--- src/rtl/ihcu_pkg.sv ---
`default_nettype none
// ----------------------------------------------------------------------------
// ihcu_pkg
// Shared types, codes and constants of the IPv4 receive header checker.
// ----------------------------------------------------------------------------
package ihcu_pkg;

	// Verdict codes
	localparam logic [3:0] VERDICT_DELIVERED = 4'd0;
	localparam logic [3:0] VERDICT_DISABLED  = 4'd1;
	localparam logic [3:0] VERDICT_SHORT     = 4'd2;
	localparam logic [3:0] VERDICT_NOT_IPV4  = 4'd3;
	localparam logic [3:0] VERDICT_BAD_VIHL  = 4'd4;
	localparam logic [3:0] VERDICT_CHECKSUM  = 4'd5;
	localparam logic [3:0] VERDICT_LENGTH    = 4'd6;
	localparam logic [3:0] VERDICT_FRAGMENT  = 4'd7;
	localparam logic [3:0] VERDICT_UNKNOWN   = 4'd8;

	// Configuration register indexes (byte address 4*index)
	localparam int          ADDR_W         = 4;
	localparam logic [1:0]  REG_ENABLE     = 2'd0;
	localparam logic [1:0]  REG_HANDLERS   = 2'd1;
	localparam logic [1:0]  REG_PROTO_TBL  = 2'd2;

	// Frame layout and check constants
	localparam logic [15:0] ETH_LEN_C      = 16'd14;
	localparam logic [15:0] MIN_FRAME_C    = 16'd34;
	localparam logic [15:0] IPV4_TYPE_C    = 16'h0800;
	localparam logic [15:0] SUM_GOOD_C     = 16'hFFFF;
	localparam logic [15:0] INDEX_MAX_C    = 16'hFFFF;
	localparam logic [12:0] FRAG_OFS_MASK  = 13'h1FFF;
	localparam int          MF_BIT_C       = 13;
	localparam logic [3:0]  IPV4_VERSION_C = 4'd4;
	localparam logic [3:0]  MIN_IHL_C      = 4'd5;

	// Protocol table
	localparam int          TABLE_SLOTS    = 4;
	localparam logic [3:0]  MAX_HANDLERS_C = 4'd4;

	// Queue between the parser and the verdict stage
	localparam int          QUEUE_DEPTH_C  = 2;

	// Header fields of one finished frame
	typedef struct packed {
		logic [15:0] seen_bytes;
		logic [15:0] ether_type;
		logic [7:0]  ver_ihl;
		logic [15:0] hdr_sum;
		logic [15:0] ip_length;
		logic [15:0] frag_word;
		logic [7:0]  protocol;
		logic [31:0] source;
	} frame_sum_t;

	// Live configuration seen by the verdict stage
	typedef struct packed {
		logic        enable;
		logic [2:0]  handler_count;
		logic [31:0] protocol_table;
	} cfg_t;

endpackage
`default_nettype wire

--- src/rtl/ihcu_fifo.sv ---
`default_nettype none
// ----------------------------------------------------------------------------
// ihcu_fifo
// Small register queue: one push per cycle unless full, one pop unless empty, first word out.
// ----------------------------------------------------------------------------
module ihcu_fifo #(
	parameter int WIDTH = 8,
	parameter int DEPTH = 2
) (
	input  wire logic             clk,
	input  wire logic             arst_n,
	input  wire logic             push,
	input  wire logic [WIDTH-1:0] push_data,
	input  wire logic             pop,
	output logic [WIDTH-1:0]      pop_data,
	output logic                  full,
	output logic                  empty
);
	localparam int PTR_W = (DEPTH > 1) ? $clog2(DEPTH) : 1;
	localparam int CNT_W = $clog2(DEPTH + 1);

	logic [WIDTH-1:0] mem_q [DEPTH];
	logic [PTR_W-1:0] wr_ptr_q, rd_ptr_q;
	logic [CNT_W-1:0] count_q;
	logic             do_push, do_pop;

	assign full     = (count_q == CNT_W'(DEPTH));
	assign empty    = (count_q == '0);
	assign do_push  = push && !full;
	assign do_pop   = pop && !empty;
	assign pop_data = mem_q[rd_ptr_q];

	// Store the pushed word
	always_ff @(posedge clk) begin
		if (do_push) begin
			mem_q[wr_ptr_q] <= push_data;
		end
	end

	// Advance pointers and fill count
	always_ff @(posedge clk or negedge arst_n) begin
		if (!arst_n) begin
			wr_ptr_q <= '0;
			rd_ptr_q <= '0;
			count_q  <= '0;
		end else begin
			if (do_push) begin
				wr_ptr_q <= (wr_ptr_q == PTR_W'(DEPTH - 1)) ? '0 : wr_ptr_q + 1'b1;
			end
			if (do_pop) begin
				rd_ptr_q <= (rd_ptr_q == PTR_W'(DEPTH - 1)) ? '0 : rd_ptr_q + 1'b1;
			end
			if (do_push && !do_pop) begin
				count_q <= count_q + 1'b1;
			end else if (do_pop && !do_push) begin
				count_q <= count_q - 1'b1;
			end
		end
	end

endmodule
`default_nettype wire

--- src/rtl/ihcu_front.sv ---
`default_nettype none
// ----------------------------------------------------------------------------
// ihcu_front
// Byte parser: counts frame bytes, captures header fields and keeps the
// ones-complement header sum; pushes one summary word on the last byte.
// ----------------------------------------------------------------------------
module ihcu_front (
	input  wire logic               clk,
	input  wire logic               arst_n,
	input  wire logic               accept,
	input  wire logic [7:0]         frame_byte,
	input  wire logic               last_byte,
	output logic                    push,
	output ihcu_pkg::frame_sum_t    summary
);
	localparam logic [15:0] POS_TYPE_HI = 16'd12;
	localparam logic [15:0] POS_TYPE_LO = 16'd13;
	localparam logic [15:0] POS_VIHL    = 16'd14;
	localparam logic [15:0] POS_LEN_HI  = 16'd16;
	localparam logic [15:0] POS_LEN_LO  = 16'd17;
	localparam logic [15:0] POS_FF_HI   = 16'd20;
	localparam logic [15:0] POS_FF_LO   = 16'd21;
	localparam logic [15:0] POS_PROTO   = 16'd23;
	localparam logic [15:0] POS_SRC0    = 16'd26;
	localparam logic [15:0] POS_SRC1    = 16'd27;
	localparam logic [15:0] POS_SRC2    = 16'd28;
	localparam logic [15:0] POS_SRC3    = 16'd29;

	logic [15:0] byte_index_q, byte_index_n;
	logic [15:0] ether_type_q, ether_type_n;
	logic [7:0]  ver_ihl_q,    ver_ihl_n;
	logic [15:0] sum_q,        sum_n;
	logic [7:0]  pend_q,       pend_n;
	logic [31:0] len_frag_q,   len_frag_n;
	logic [39:0] proto_src_q,  proto_src_n;
	logic [5:0]  hdr_len;
	logic [16:0] sum_wide;
	logic        in_header;

	// Capture header fields at their byte positions
	always_comb begin
		ether_type_n = ether_type_q;
		ver_ihl_n    = ver_ihl_q;
		len_frag_n   = len_frag_q;
		proto_src_n  = proto_src_q;
		case (byte_index_q)
			POS_TYPE_HI: ether_type_n[15:8]  = frame_byte;
			POS_TYPE_LO: ether_type_n[7:0]   = frame_byte;
			POS_VIHL:    ver_ihl_n           = frame_byte;
			POS_LEN_HI:  len_frag_n[31:24]   = frame_byte;
			POS_LEN_LO:  len_frag_n[23:16]   = frame_byte;
			POS_FF_HI:   len_frag_n[15:8]    = frame_byte;
			POS_FF_LO:   len_frag_n[7:0]     = frame_byte;
			POS_PROTO:   proto_src_n[39:32]  = frame_byte;
			POS_SRC0:    proto_src_n[31:24]  = frame_byte;
			POS_SRC1:    proto_src_n[23:16]  = frame_byte;
			POS_SRC2:    proto_src_n[15:8]   = frame_byte;
			POS_SRC3:    proto_src_n[7:0]    = frame_byte;
			default: ;
		endcase
	end

	// Accumulate header words with end-around carry
	always_comb begin
		hdr_len   = {ver_ihl_n[3:0], 2'b00};
		in_header = (byte_index_q >= ihcu_pkg::ETH_LEN_C) &&
		            (byte_index_q < (ihcu_pkg::ETH_LEN_C + {10'b0, hdr_len}));
		sum_wide  = {1'b0, sum_q} + {1'b0, pend_q, frame_byte};
		pend_n    = pend_q;
		sum_n     = sum_q;
		if (in_header) begin
			if (!byte_index_q[0]) begin
				pend_n = frame_byte;
			end else begin
				sum_n = sum_wide[16] ? (sum_wide[15:0] + 16'd1) : sum_wide[15:0];
			end
		end
		byte_index_n = (byte_index_q != ihcu_pkg::INDEX_MAX_C) ?
		               (byte_index_q + 16'd1) : byte_index_q;
	end

	// Hand the finished frame to the queue
	assign push = accept && last_byte;
	always_comb begin
		summary.seen_bytes = byte_index_n;
		summary.ether_type = ether_type_n;
		summary.ver_ihl    = ver_ihl_n;
		summary.hdr_sum    = sum_n;
		summary.ip_length  = len_frag_n[31:16];
		summary.frag_word  = len_frag_n[15:0];
		summary.protocol   = proto_src_n[39:32];
		summary.source     = proto_src_n[31:0];
	end

	// Hold per-frame state; clear it after the last byte
	always_ff @(posedge clk or negedge arst_n) begin
		if (!arst_n) begin
			byte_index_q <= '0;
			ether_type_q <= '0;
			ver_ihl_q    <= '0;
			sum_q        <= '0;
			pend_q       <= '0;
			len_frag_q   <= '0;
			proto_src_q  <= '0;
		end else if (accept) begin
			if (last_byte) begin
				byte_index_q <= '0;
				ether_type_q <= '0;
				ver_ihl_q    <= '0;
				sum_q        <= '0;
				pend_q       <= '0;
				len_frag_q   <= '0;
				proto_src_q  <= '0;
			end else begin
				byte_index_q <= byte_index_n;
				ether_type_q <= ether_type_n;
				ver_ihl_q    <= ver_ihl_n;
				sum_q        <= sum_n;
				pend_q       <= pend_n;
				len_frag_q   <= len_frag_n;
				proto_src_q  <= proto_src_n;
			end
		end
	end

endmodule
`default_nettype wire

--- src/rtl/ihcu_back.sv ---
`default_nettype none
// ----------------------------------------------------------------------------
// ihcu_back
// Verdict stage: checks one frame summary, searches the protocol table,
// counts accepted packets and holds the result word until it is taken.
// ----------------------------------------------------------------------------
module ihcu_back (
	input  wire logic                 clk,
	input  wire logic                 arst_n,
	input  wire ihcu_pkg::cfg_t       cfg,
	input  wire logic                 queue_empty,
	input  wire ihcu_pkg::frame_sum_t summary,
	output logic                      pop,
	input  wire logic                 result_stall,
	output logic                      result_valid,
	output logic [3:0]                verdict,
	output logic [1:0]                handler_slot,
	output logic [7:0]                protocol_number,
	output logic [31:0]               source_address,
	output logic [6:0]                payload_offset,
	output logic [15:0]               payload_length,
	output logic [31:0]               accepted_count
);
	logic        valid_q;
	logic [3:0]  verdict_q;
	logic [1:0]  slot_q;
	logic [7:0]  proto_q;
	logic [31:0] src_q;
	logic [6:0]  poff_q;
	logic [15:0] plen_q;
	logic [31:0] count_q;

	logic [5:0]  hdr_len;
	logic [6:0]  data_ofs;
	logic [3:0]  limit;
	logic        pass;
	logic        found;
	logic [1:0]  slot;
	logic [3:0]  verdict_n;

	// Take a summary whenever the output word is free or leaving
	assign pop = !queue_empty && (!valid_q || !result_stall);

	// Run the checks in priority order
	always_comb begin
		hdr_len   = {summary.ver_ihl[3:0], 2'b00};
		data_ofs  = 7'(ihcu_pkg::ETH_LEN_C) + {1'b0, hdr_len};
		pass      = 1'b0;
		if (!cfg.enable) begin
			verdict_n = ihcu_pkg::VERDICT_DISABLED;
		end else if (summary.seen_bytes < ihcu_pkg::MIN_FRAME_C) begin
			verdict_n = ihcu_pkg::VERDICT_SHORT;
		end else if (summary.ether_type != ihcu_pkg::IPV4_TYPE_C) begin
			verdict_n = ihcu_pkg::VERDICT_NOT_IPV4;
		end else if (summary.ver_ihl[7:4] != ihcu_pkg::IPV4_VERSION_C ||
		             summary.ver_ihl[3:0] < ihcu_pkg::MIN_IHL_C) begin
			verdict_n = ihcu_pkg::VERDICT_BAD_VIHL;
		end else if (summary.seen_bytes < {9'b0, data_ofs}) begin
			verdict_n = ihcu_pkg::VERDICT_SHORT;
		end else if (summary.hdr_sum != ihcu_pkg::SUM_GOOD_C) begin
			verdict_n = ihcu_pkg::VERDICT_CHECKSUM;
		end else if (summary.ip_length < {10'b0, hdr_len} ||
		             ({1'b0, summary.ip_length} + {1'b0, ihcu_pkg::ETH_LEN_C}) >
		             {1'b0, summary.seen_bytes}) begin
			verdict_n = ihcu_pkg::VERDICT_LENGTH;
		end else if (summary.frag_word[ihcu_pkg::MF_BIT_C] ||
		             (summary.frag_word[12:0] & ihcu_pkg::FRAG_OFS_MASK) != 13'd0) begin
			verdict_n = ihcu_pkg::VERDICT_FRAGMENT;
		end else begin
			pass      = 1'b1;
			verdict_n = found ? ihcu_pkg::VERDICT_DELIVERED : ihcu_pkg::VERDICT_UNKNOWN;
		end
	end

	// Search the table slots in use; the lowest match wins
	always_comb begin
		limit = {1'b0, cfg.handler_count};
		if (limit > ihcu_pkg::MAX_HANDLERS_C) begin
			limit = ihcu_pkg::MAX_HANDLERS_C;
		end
		if (limit > 4'(ihcu_pkg::TABLE_SLOTS)) begin
			limit = 4'(ihcu_pkg::TABLE_SLOTS);
		end
		found = 1'b0;
		slot  = 2'd0;
		for (int i = ihcu_pkg::TABLE_SLOTS - 1; i >= 0; i--) begin
			if (4'(i) < limit && cfg.protocol_table[i*8 +: 8] == summary.protocol) begin
				found = 1'b1;
				slot  = 2'(i);
			end
		end
	end

	// Load the result word and bump the accepted count
	always_ff @(posedge clk or negedge arst_n) begin
		if (!arst_n) begin
			valid_q <= 1'b0;
			count_q <= '0;
		end else begin
			if (pop) begin
				valid_q <= 1'b1;
				if (pass) begin
					count_q <= count_q + 32'd1;
				end
			end else if (!result_stall) begin
				valid_q <= 1'b0;
			end
		end
	end

	always_ff @(posedge clk) begin
		if (pop) begin
			verdict_q <= verdict_n;
			slot_q    <= (pass && found) ? slot : 2'd0;
			proto_q   <= summary.protocol;
			src_q     <= summary.source;
			poff_q    <= pass ? data_ofs : 7'd0;
			plen_q    <= pass ? (summary.ip_length - {10'b0, hdr_len}) : 16'd0;
		end
	end

	assign result_valid    = valid_q;
	assign verdict         = verdict_q;
	assign handler_slot    = slot_q;
	assign protocol_number = proto_q;
	assign source_address  = src_q;
	assign payload_offset  = poff_q;
	assign payload_length  = plen_q;
	assign accepted_count  = count_q;

endmodule
`default_nettype wire

--- src/rtl/ipv4_receive_header_checker_unit.sv ---
`default_nettype none
// ----------------------------------------------------------------------------
// ipv4_receive_header_checker_unit
// IPv4 receive header checker with protocol demux verdict.
// ----------------------------------------------------------------------------
// Frame bytes enter on frame_valid/frame_stall with frame_byte and last_byte;
// a byte is taken at an edge with frame_valid high and frame_stall low. The
// parser can take a byte every cycle and waits only while the queue is full.
// On the last byte the parser pushes the captured header fields into a short
// queue (QUEUE_DEPTH words). The verdict stage pops one word per cycle when
// its result register is free or leaving, raising result_valid; the word
// is held until result_stall is low. While the receiver stalls, the queue
// fills; once full, frame_stall rises and the parser holds its position,
// even in the middle of a frame.
// Throughput, stalls aside: one byte, one result per cycle (one-byte frames).
// Registers sit on an APB-style port: enable at 0x0, handler_count at 0x4,
// protocol_table at 0x8; pready is always high.
// Reset clears the registers, the accepted count, the parser and the queue.
// ----------------------------------------------------------------------------
module ipv4_receive_header_checker_unit #(
	parameter int QUEUE_DEPTH = ihcu_pkg::QUEUE_DEPTH_C
) (
	input  wire logic                        clk,
	input  wire logic                        arst_n,
	input  wire logic                        psel,
	input  wire logic                        penable,
	input  wire logic                        pwrite,
	input  wire logic [ihcu_pkg::ADDR_W-1:0] paddr,
	input  wire logic [31:0]                 pwdata,
	output logic [31:0]                      prdata,
	output logic                             pready,
	input  wire logic                        frame_valid,
	output logic                             frame_stall,
	input  wire logic [7:0]                  frame_byte,
	input  wire logic                        last_byte,
	output logic                             result_valid,
	input  wire logic                        result_stall,
	output logic [3:0]                       verdict,
	output logic [1:0]                       handler_slot,
	output logic [7:0]                       protocol_number,
	output logic [31:0]                      source_address,
	output logic [6:0]                       payload_offset,
	output logic [15:0]                      payload_length,
	output logic [31:0]                      accepted_count
);
	localparam int SUM_W = $bits(ihcu_pkg::frame_sum_t);

	ihcu_pkg::cfg_t       cfg_q;
	ihcu_pkg::frame_sum_t push_sum, pop_sum;
	logic [SUM_W-1:0]     pop_bits;
	logic                 accept, push, pop, full, empty, cfg_write;
	logic [1:0]           reg_index;

	// Configuration registers
	assign pready    = 1'b1;
	assign reg_index = paddr[3:2];
	assign cfg_write = psel && penable && pwrite && pready;

	always_ff @(posedge clk or negedge arst_n) begin
		if (!arst_n) begin
			cfg_q <= '0;
		end else if (cfg_write) begin
			case (reg_index)
				ihcu_pkg::REG_ENABLE:    cfg_q.enable         <= pwdata[0];
				ihcu_pkg::REG_HANDLERS:  cfg_q.handler_count  <= pwdata[2:0];
				ihcu_pkg::REG_PROTO_TBL: cfg_q.protocol_table <= pwdata;
				default: ;
			endcase
		end
	end

	always_comb begin
		case (reg_index)
			ihcu_pkg::REG_ENABLE:    prdata = {31'b0, cfg_q.enable};
			ihcu_pkg::REG_HANDLERS:  prdata = {29'b0, cfg_q.handler_count};
			ihcu_pkg::REG_PROTO_TBL: prdata = cfg_q.protocol_table;
			default:                 prdata = 32'd0;
		endcase
	end

	// Front: parse bytes
	assign frame_stall = full;
	assign accept      = frame_valid && !full;

	ihcu_front u_front (
		.clk        (clk),
		.arst_n     (arst_n),
		.accept     (accept),
		.frame_byte (frame_byte),
		.last_byte  (last_byte),
		.push       (push),
		.summary    (push_sum)
	);

	// Queue between parser and verdict stage
	ihcu_fifo #(
		.WIDTH (SUM_W),
		.DEPTH (QUEUE_DEPTH)
	) u_queue (
		.clk       (clk),
		.arst_n    (arst_n),
		.push      (push),
		.push_data (push_sum),
		.pop       (pop),
		.pop_data  (pop_bits),
		.full      (full),
		.empty     (empty)
	);

	assign pop_sum = ihcu_pkg::frame_sum_t'(pop_bits);

	// Back: verdict and result word
	ihcu_back u_back (
		.clk             (clk),
		.arst_n          (arst_n),
		.cfg             (cfg_q),
		.queue_empty     (empty),
		.summary         (pop_sum),
		.pop             (pop),
		.result_stall    (result_stall),
		.result_valid    (result_valid),
		.verdict         (verdict),
		.handler_slot    (handler_slot),
		.protocol_number (protocol_number),
		.source_address  (source_address),
		.payload_offset  (payload_offset),
		.payload_length  (payload_length),
		.accepted_count  (accepted_count)
	);

endmodule
`default_nettype wire

--- config.mk ---
export PLATFORM = sky130hd
export DESIGN_NAME = ipv4_receive_header_checker_unit
export DESIGN_NICKNAME = d
export VERILOG_FILES = /design/src/rtl/ihcu_pkg.sv /design/src/rtl/ihcu_fifo.sv /design/src/rtl/ihcu_front.sv /design/src/rtl/ihcu_back.sv /design/src/rtl/ipv4_receive_header_checker_unit.sv
export SDC_FILE = /design/constraint.sdc
export NUM_CORES = 1
export LEC_CHECK = 0
export BUFFER_PORTS_ARGS = -buffer_cell sky130_fd_sc_hd__buf_2
export CORE_UTILIZATION = 65
export DETAILED_ROUTE_END_ITERATION = 8
export PLACE_DENSITY = 0.85
export SYNTH_ARGS = -nofsm -noshare
export SYNTH_HDL_FRONTEND = slang
export SYNTH_SLANG_ARGS = --single-unit
--- constraint.sdc ---
create_clock -name clk -period 11.5 [get_ports clk]
set_clock_uncertainty 0.1 [all_clocks]
set_input_delay 2.3 -clock clk [delete_from_list [all_inputs] [get_ports clk]]
set_output_delay 2.3 -clock clk [all_outputs]
set_load 0.05 [all_outputs]
==> results.sh, run 1 <==
export IMPL_io_buffer_count=183
export IMPL_synth_compound_area_share_pct=9.206
export IMPL_max_slew_worst_pin_slew_ns=1.281
export IMPL_holdPathStages=1
export IMPL_critical_path_cell_chain="buf_2 > mux2i_1 > ha_1 > or3_1 > ha_1 > a2111oi_0 > o21a_1 > nand2_1 > o21ai_0"
export IMPL_antenna_found_initial=1
export IMPL_holdPathEnd="u_back.accepted_count[31]$_DFFE_PN0P_"
export IMPL_final_min_clock_period_ns=6.002
export IMPL_grt_busiest_layer="met2"
export IMPL_cp_start_kind="input port"
export IMPL_synthXorXnorAreaFrac_pct=4.899
export IMPL_dieArea_um2=37780
export IMPL_die_h_um=194.4
export IMPL_area_growth_pct=12.75
export IMPL_dieWidth_um=194.4
export IMPL_num_vias=15910
export IMPL_nets=2072
export IMPL_core_area_um2=36520
export IMPL_end_kind="register"
export IMPL_finalWirelength_mm=56.23
export IMPL_via_per_inst=6.435
export IMPL_power_density_nw_per_um2=208.7
export IMPL_seq_area_frac_synth_pct=61.48
export IMPL_start_util_pct=65.87
export IMPL_muxShareOfSynthArea_pct=9.695
export IMPL_synth_edf_count=320
export IMPL_place_congestion=0.9355
export IMPL_syn_avg_cell_area_um2=13.43
export IMPL_htreeDepth=2
export IMPL_max_freq_mhz=166.6
export IMPL_track_usage_pct=30.01
export IMPL_grtUsageMet3_pct=5.674
export IMPL_hold_path_class="register to register"
export IMPL_place_area_um2=25350
export IMPL_cts_root_buf="clkbuf_16"
export IMPL_maxSlewHeadroom_pct=14.39
export IMPL_synth_area_um2=24060
export IMPL_finalSetupViolCount=0
export IMPL_numCtsBuffers=51
export IMPL_ys_types=76
export IMPL_cp_data_arrival_time_ns=6.23
export IMPL_cts_sinks=527
export IMPL_synth_top_family_by_area="multiplexers"
export IMPL_async_flop_share_pct=39.28
export IMPL_cp_max_fo=44
export IMPL_hold_violations=0
export IMPL_rrSetupSlack_ns=5.86
export IMPL_power_leakage_uw=0.01151
export IMPL_grt_max_degree=86
export IMPL_synth_flop_cell="edfxtp_1"
export IMPL_fin_area_um2=27120
export IMPL_drv_cap=0
export IMPL_cts_tree="built"
export IMPL_synth_nets=1901
export IMPL_rsz0062_at_grt="false"
export IMPL_dp_final_hpwl_mm=34.24
export IMPL_cts_setup_buffers=0
export IMPL_maxSlewViolCount=0
export IMPL_crit_required_ns=11.73
export IMPL_wl_per_cell_um=22.74
export IMPL_num_io_pins=188
export IMPL_grt_overflow_total=0
export IMPL_first_iter_violations=1333
export IMPL_r2r_start="u_queue.rd_ptr_q$_DFFE_PN0P_"
export IMPL_drive_above_1_share_pct=23.34
export IMPL_cts_resized=0
export IMPL_crit_path_top_delay_cell="o21ai_0"
export IMPL_rows=70
export IMPL_grtUsageMet2_pct=49.97
export IMPL_post_route_drc_count=0
export IMPL_hp_start="u_back.accepted_count[31]$_DFFE_PN0P_"
export IMPL_grtUsageMet1_pct=39.04
export IMPL_cts_buffer_depth=3
export IMPL_insertion_delay_ns=0.60
export IMPL_fin_setup_tns_ns=0
export IMPL_seq_area_um2=14790
export IMPL_finalCritPeriodShare_pct=52.19
export IMPL_drt_first_pass_iters=6
export IMPL_ys_seq_elements=527
export IMPL_status="finished clean"
export IMPL_grt_pass1_wl_mm=88.29
export IMPL_clk_pin_slew_ns=0.07
export IMPL_crit_type="input port to register"
export IMPL_reg2reg_to="u_back.accepted_count[27]$_DFFE_PN0P_"
export IMPL_vdd_drop_max_v=0.0001503
export IMPL_ys_warn_count=0
export IMPL_grt_pass1_vias=15980
export IMPL_final_fill_count=2183
export IMPL_multi_input_area_um2=8756
export IMPL_ant_nets=0
export IMPL_reg2reg_depth=18
export IMPL_yosys_area_share_adder_pct=3.079
export IMPL_path_common_cell="ha_1"
export IMPL_antenna_cells=0
export IMPL_max_stage_delay_ns=0.74
export IMPL_synth_simple_area_share_pct=9.351
export IMPL_synth_cells=1791
export IMPL_postCtsHoldBufs=0
[cells by family after synthesis]
family / after synthesis
and+or+nand+nor: 432
AOI/OAI and AO/OA: 299
adders and majority gates: 58
buffers and inverters: 128
DFF: 527
xor gates and xnor gates: 133
muxes: 212
other: 2
[sequential cells by signal, indices dropped and copies added, names as in the netlist, 16 cells and up]
register,cells
u_front.proto_src_q,40
u_queue.mem_q,252
u_front.ether_type_q,16
u_front.len_frag_q,30
u_back.accepted_count,32
u_front.byte_index_q,16
cfg_q,36
u_back.payload_length,16
u_front.sum_q,16
u_back.source_address,32
[cell usage after synthesis (9+ instances only)]
| cell | number | share of area [%] |
|---|---|---|
| xnor2_1 | 65 | 2.4 |
| dfrtp_1 | 207 | 22 |
| inv_1 | 48 | 0.75 |
| nor2b_1 | 16 | 0.42 |
| and2_1 | 37 | 0.96 |
| nor2_1 | 69 | 1.1 |
| ha_1 | 56 | 2.9 |
| nor3_1 | 41 | 0.85 |
| and3_1 | 14 | 0.36 |
| nand3_1 | 37 | 0.77 |
| edfxtp_1 | 320 | 40 |
| buf_2 | 9 | 0.19 |
| clkbuf_1 | 55 | 0.86 |
| o21ai_0 | 56 | 1.2 |
| xor2_1 | 67 | 2.4 |
| a21o_1 | 14 | 0.44 |
| mux2i_1 | 44 | 1.8 |
| mux2_2 | 168 | 7.9 |
| nor4_1 | 32 | 0.83 |
| o31ai_1 | 9 | 0.28 |
| a22o_1 | 114 | 4.2 |
| o21a_1 | 9 | 0.28 |
| nand2_1 | 108 | 1.7 |
| a21oi_1 | 37 | 0.77 |
| nand4_1 | 24 | 0.62 |
[worst max path at each step]
stage / from / to / slack, ns / cells after the start
2_1_floorplan: frame_valid / u_queue.mem_q[0][0]$_DFFE_PP_ / 2.77 / 4
3_3_place_gp: frame_byte[1] / u_front.sum_q[1]$_DFFE_PN0P_ / 5.23 / 10
3_5_place_dp: frame_byte[1] / u_front.sum_q[1]$_DFFE_PN0P_ / 5.05 / 10
4_1_cts: frame_byte[1] / u_queue.mem_q[0][73]$_DFFE_PP_ / 5.62 / 9
5_1_grt: frame_byte[1] / u_front.sum_q[4]$_DFFE_PN0P_ / 5.29 / 10
6_report: frame_byte[1] / u_queue.mem_q[0][73]$_DFFE_PP_ / 5.50 / 9
[power breakdown]
group | total [µW] | internal, µW | switching, µW | leakage, µW
Combinational | 1480 | 439 | 1040 | 0.00486
Sequential | 2430 | 2310 | 118 | 0.00580
Clock | 1750 | 1020 | 726 | 0.000860
Total | 5660 | 3770 | 1890 | 0.0115
[per-stage QoR]
stage	setup WS (ns)	total power, µW	utilization [%]	instances	hold WS [ns]
2_1_floorplan	2.769	3568	-	1791	0.3496
5_1_grt	5.289	5873	74.27	2473	0.3923
3_3_place_gp	5.229	3883	69.41	2377	0.3634
3_5_place_dp	5.049	3929	69.41	2377	0.3565
6_report	5.498	5660	74.27	2473	0.3651
4_1_cts	5.618	5665	74.27	2473	0.3662
[layout by cell type (no fill, tap or decap), drive strengths merged, types with 6 or more instances in the layout]
master    n
a21o     14
a21oi    38
a22o    114
and2     40
and3     14
and4      6
buf     197
bufinv    7
clkbuf   69
clkinv   19
dfrtp   207
edfxtp  320
ha       56
inv      48
mux2    168
mux2i    44
nand2   108
nand2b    8
nand3    37
nand4    25
nor2     69
nor2b    16
nor3     42
nor3b     8
nor4     32
o21a      9
o21ai    64
o31ai     9
or3       8
xnor2    65
xor2     67
[routing by layer]
metal	up-vias	wire length, µm
li1	7044	-
met1	7926	22380
met2	775	27640
met3	168	4129
met4	0	2077
met5	-	0
[worst max-delay path: cells and delay by family]
kind            cells  cell delay [ns]
compound gates      3             1.50
buf+inv             1             0.53
mux                 1             0.30
fa+ha+maj           2             0.47
simple gates        2             1.10
[layout make-up]
class,instances,share of cell area (%)
sequential,527,54.54
multi-input combinational,1136,32.28
clock buffer,68,5.162
timing repair buffer,198,3.824
tap,468,2.159
clock inverter,28,1.375
inverter,48,0.6642
(Power assumes the default switching activity.)
==> inputs of run 2 (changes only) <==
ABC_AREA = 1   (was unset)
CORE_UTILIZATION = 55   (was 65)
PLACE_DENSITY = 0.77   (was 0.85)
clock period = 4.94 ns   (was 11.5 ns; I/O delays follow)
==> run 2 against run 1 <==
Sequential share of layout area shrank 1.5 points; first-iteration DRC count grew 42%; total power grew 150%; non-clock buffer count grew 15; clock power grew 130%; worst hold slack lost 0.017 ns; utilization shrank 10 points; combinational power grew to 2.8 times the previous value; clock-buffer cell count grew 2; cell area grew 2.7%; highest routed layer unchanged.
==> results.sh, run 2 <==
export IMPL_area_growth_pct=13.84
export IMPL_num_vias=18170
export IMPL_grt_pass1_wl_mm=91.31
export IMPL_track_usage_pct=25.99
export IMPL_io_buffer_count=183
export IMPL_drt_first_pass_iters=5
export IMPL_maxSlewHeadroom_pct=35.13
export IMPL_start_util_pct=56.33
export IMPL_final_cell_mix="nand2_1, edfxtp_1, inv_1, dfrtp_1, o21ai_0"
export IMPL_clk_pin_slew_ns=0.06
export IMPL_place_area_um2=26070
export IMPL_hold_violations=0
export IMPL_via_per_inst=5.578
export IMPL_syn_avg_cell_area_um2=10.02
export IMPL_rsz0062_at_grt="false"
export IMPL_whs_ns=0.3483
export IMPL_power_frac_seq_pct=40.8
export IMPL_cp_max_fo=15
export IMPL_end_kind="register"
export IMPL_crit_type="register to register"
export IMPL_ys_warn_count=0
export IMPL_maxSlewViolCount=0
export IMPL_seq_area_um2=14790
export IMPL_synth_area_leaders="edfxtp_1, dfrtp_1, nand2_1"
export IMPL_netlist_area_leader_share_pct=39.26
export IMPL_ys_types=55
export IMPL_layout_commonest_cell="nand2_1"
export IMPL_wl_per_cell_um=18.01
export IMPL_async_flop_share_pct=39.28
export IMPL_synth_edf_count=320
export IMPL_largest_reg_flops=252
export IMPL_multi_input_area_um2=8337
export IMPL_htreeDepth=2
export IMPL_finalSetupViolCount=0
export IMPL_drv_cap=0
export IMPL_post_route_drc_count=0
export IMPL_top_regs="u_queue.mem_q: 252 flops, u_front.proto_src_q: 40 flops, cfg_q: 36 flops"
export IMPL_drive_above_1_share_pct=12.87
export IMPL_synth_cells=2442
export IMPL_final_fill_count=3338
export IMPL_first_iter_violations=1898
export IMPL_grt_overflow_total=0
export IMPL_internal_power_uw=8787
export IMPL_rrSetupSlack_ns=0.43
export IMPL_insertion_delay_ns=0.60
export IMPL_crit_required_ns=5.24
export IMPL_grt_max_degree=127
export IMPL_dieWidth_um=213.0
export IMPL_dp_final_hpwl_mm=39.56
export IMPL_status="finished clean"
export IMPL_power_leakage_uw=0.01238
export IMPL_pwr_share_clk_pct=29.2
export IMPL_vdd_drop_max_v=0.0003142
export IMPL_power_density_nw_per_um2=501.4
export IMPL_numCtsBuffers=53
export IMPL_antenna_found_initial=1
export IMPL_cts_tree="built"
export IMPL_place_congestion=0.9015
export IMPL_dieArea_um2=45350
export IMPL_cp_start_kind="register"
export IMPL_core_area_um2=43460
export IMPL_final_min_clock_period_ns=4.514
export IMPL_grt_pass1_vias=17380
export IMPL_synth_nets=2552
export IMPL_cts_sinks=527
export IMPL_p_sw_uw=5184
export IMPL_power_switching_share_pct=37.10
export IMPL_finalCritPeriodShare_pct=91.37
export IMPL_seq_area_frac_synth_pct=60.42
export IMPL_yosysMostFrequentCell="nand2_1"
export IMPL_cts_root_buf="clkbuf_16"
export IMPL_fin_area_um2=27870
export IMPL_ant_nets=0
export IMPL_cp_data_arrival_time_ns=4.81
export IMPL_max_slew_worst_pin_slew_ns=0.9707
export IMPL_regMostFlops="u_queue.mem_q"
export IMPL_synth_top_area_cell="edfxtp_1"
export IMPL_yosys_top_cells_count="nand2_1, edfxtp_1, inv_1, dfrtp_1, o21ai_0"
export IMPL_hold_path_class="input port to async pin"
export IMPL_synth_flop_cell="edfxtp_1"
export IMPL_rows=76
export IMPL_cts_buffer_depth=3
export IMPL_cts_setup_buffers=0
export IMPL_max_freq_mhz=221.6
export IMPL_nets=2737
export IMPL_finalWirelength_mm=58.69
export IMPL_ys_seq_elements=527
export IMPL_pwr_share_comb_pct=30.0
export IMPL_die_h_um=213.0
export IMPL_num_io_pins=188
export IMPL_fin_setup_tns_ns=0
export IMPL_synth_area_um2=24480
==> run 2: worst paths after layout <==
| kind | start | end | cells after the start |
|---|---|---|---|
| hold reg to reg | u_front.ver_ihl_q[2]$_DFFE_PN0P_ | u_front.ver_ihl_q[2]$_DFFE_PN0P_ | 2 |
| min in group clk | u_front.ver_ihl_q[2]$_DFFE_PN0P_ | u_front.ver_ihl_q[2]$_DFFE_PN0P_ | 2 |
| setup / recovery | u_front.byte_index_q[14]$_DFFE_PN0P_ | u_queue.mem_q[1][81]$_DFFE_PP_ | 20 |
| setup reg to reg | u_front.byte_index_q[14]$_DFFE_PN0P_ | u_queue.mem_q[1][81]$_DFFE_PP_ | 20 |
| hold / removal | arst_n | cfg_q[27]$_DFFE_PN0P_ | 1 |
| max in group asynchronous | arst_n | u_front.proto_src_q[31]$_DFFE_PN0P_ | 2 |
==> run 2: cell type report <==
type	count	area share [%]
Timing Repair Buffer	213	4.306
Clock inverter	30	1.069
Sequential cell	527	53.08
Inverter	268	3.637
Multi-Input combinational cell	1564	29.92
Tap cell	585	2.627
Antenna cell	1	0.008980
Clock buffer	70	5.357
==> run 2: per-stage QoR <==
step                power [µW]  utilization (%)  instances  worst slack (ns)
CTS                      14040            64.11       3257            0.2067
global placement          9847            59.99       3157            0.4810
finish                   13970            64.12       3258            0.4264
global route             14620            64.12       3258           0.04941
detailed placement        9958            59.99       3157            0.3491
floorplan                 8837                -       2442           -0.5089
==> run 2: timing repair <==
| action | 4_1_cts | 5_1_grt |
|---|---|---|
| hold buffers | 0 | 0 |
| setup endpoints to repair | 0 | 52 |
| resized for setup | 0 | 5 |
==> run 2: power by group through the flow <==
stage / Sequential [µW] / Combinational [µW] / Clock, µW
finish: 5710 / 4190 / 4080
global route: 5760 / 4560 / 4300
CTS: 5710 / 4190 / 4140
detailed placement: 5790 / 4170 / 0
global placement: 5770 / 4080 / 0
floorplan: 6690 / 2150 / 0
==> run 2: kinds of logic after synthesis <==
family	Yosys count	synth area share, %
DFF	527	60.42
adders and majority gates	58	3.026
xor gates and xnor gates	84	3.005
other	2	0.03068
muxes	5	0.2096
buffers and inverters	351	5.694
and+or+nand+nor	1006	17.44
AOI/OAI and AO/OA	409	10.18
==> run 2: critical path, cell delays in order, from the launching register on <==
cell and delay, ns:
dfrtp_1 0.40, nor4_1 0.32, nand2_1 0.24, clkinvlp_4 0.24
nand4_1 0.15, buf_4 0.23, o21ai_0 0.16, buf_4 0.17
inv_1 0.06, ha_1 0.27, ha_1 0.29, a21oi_1 0.13
nand2_1 0.08, a21oi_1 0.13, nor2_1 0.05, o21ai_1 0.23
nand4_1 0.13, nor2_1 0.16, clkinv_1 0.31, nand2_1 0.18
a21boi_0 0.30
==> run 2: routing by layer <==
| layer | up-vias | share of wire [%] | GRT usage (%) |
|---|---|---|---|
| li1 | 8619 | - | - |
| met1 | 8698 | 42 | 34.18 |
| met4 | 0 | 3.1 | 9.154 |
| met2 | 724 | 48 | 43.51 |
| met3 | 131 | 7.4 | 4.457 |
| met5 | - | 0 | 0 |
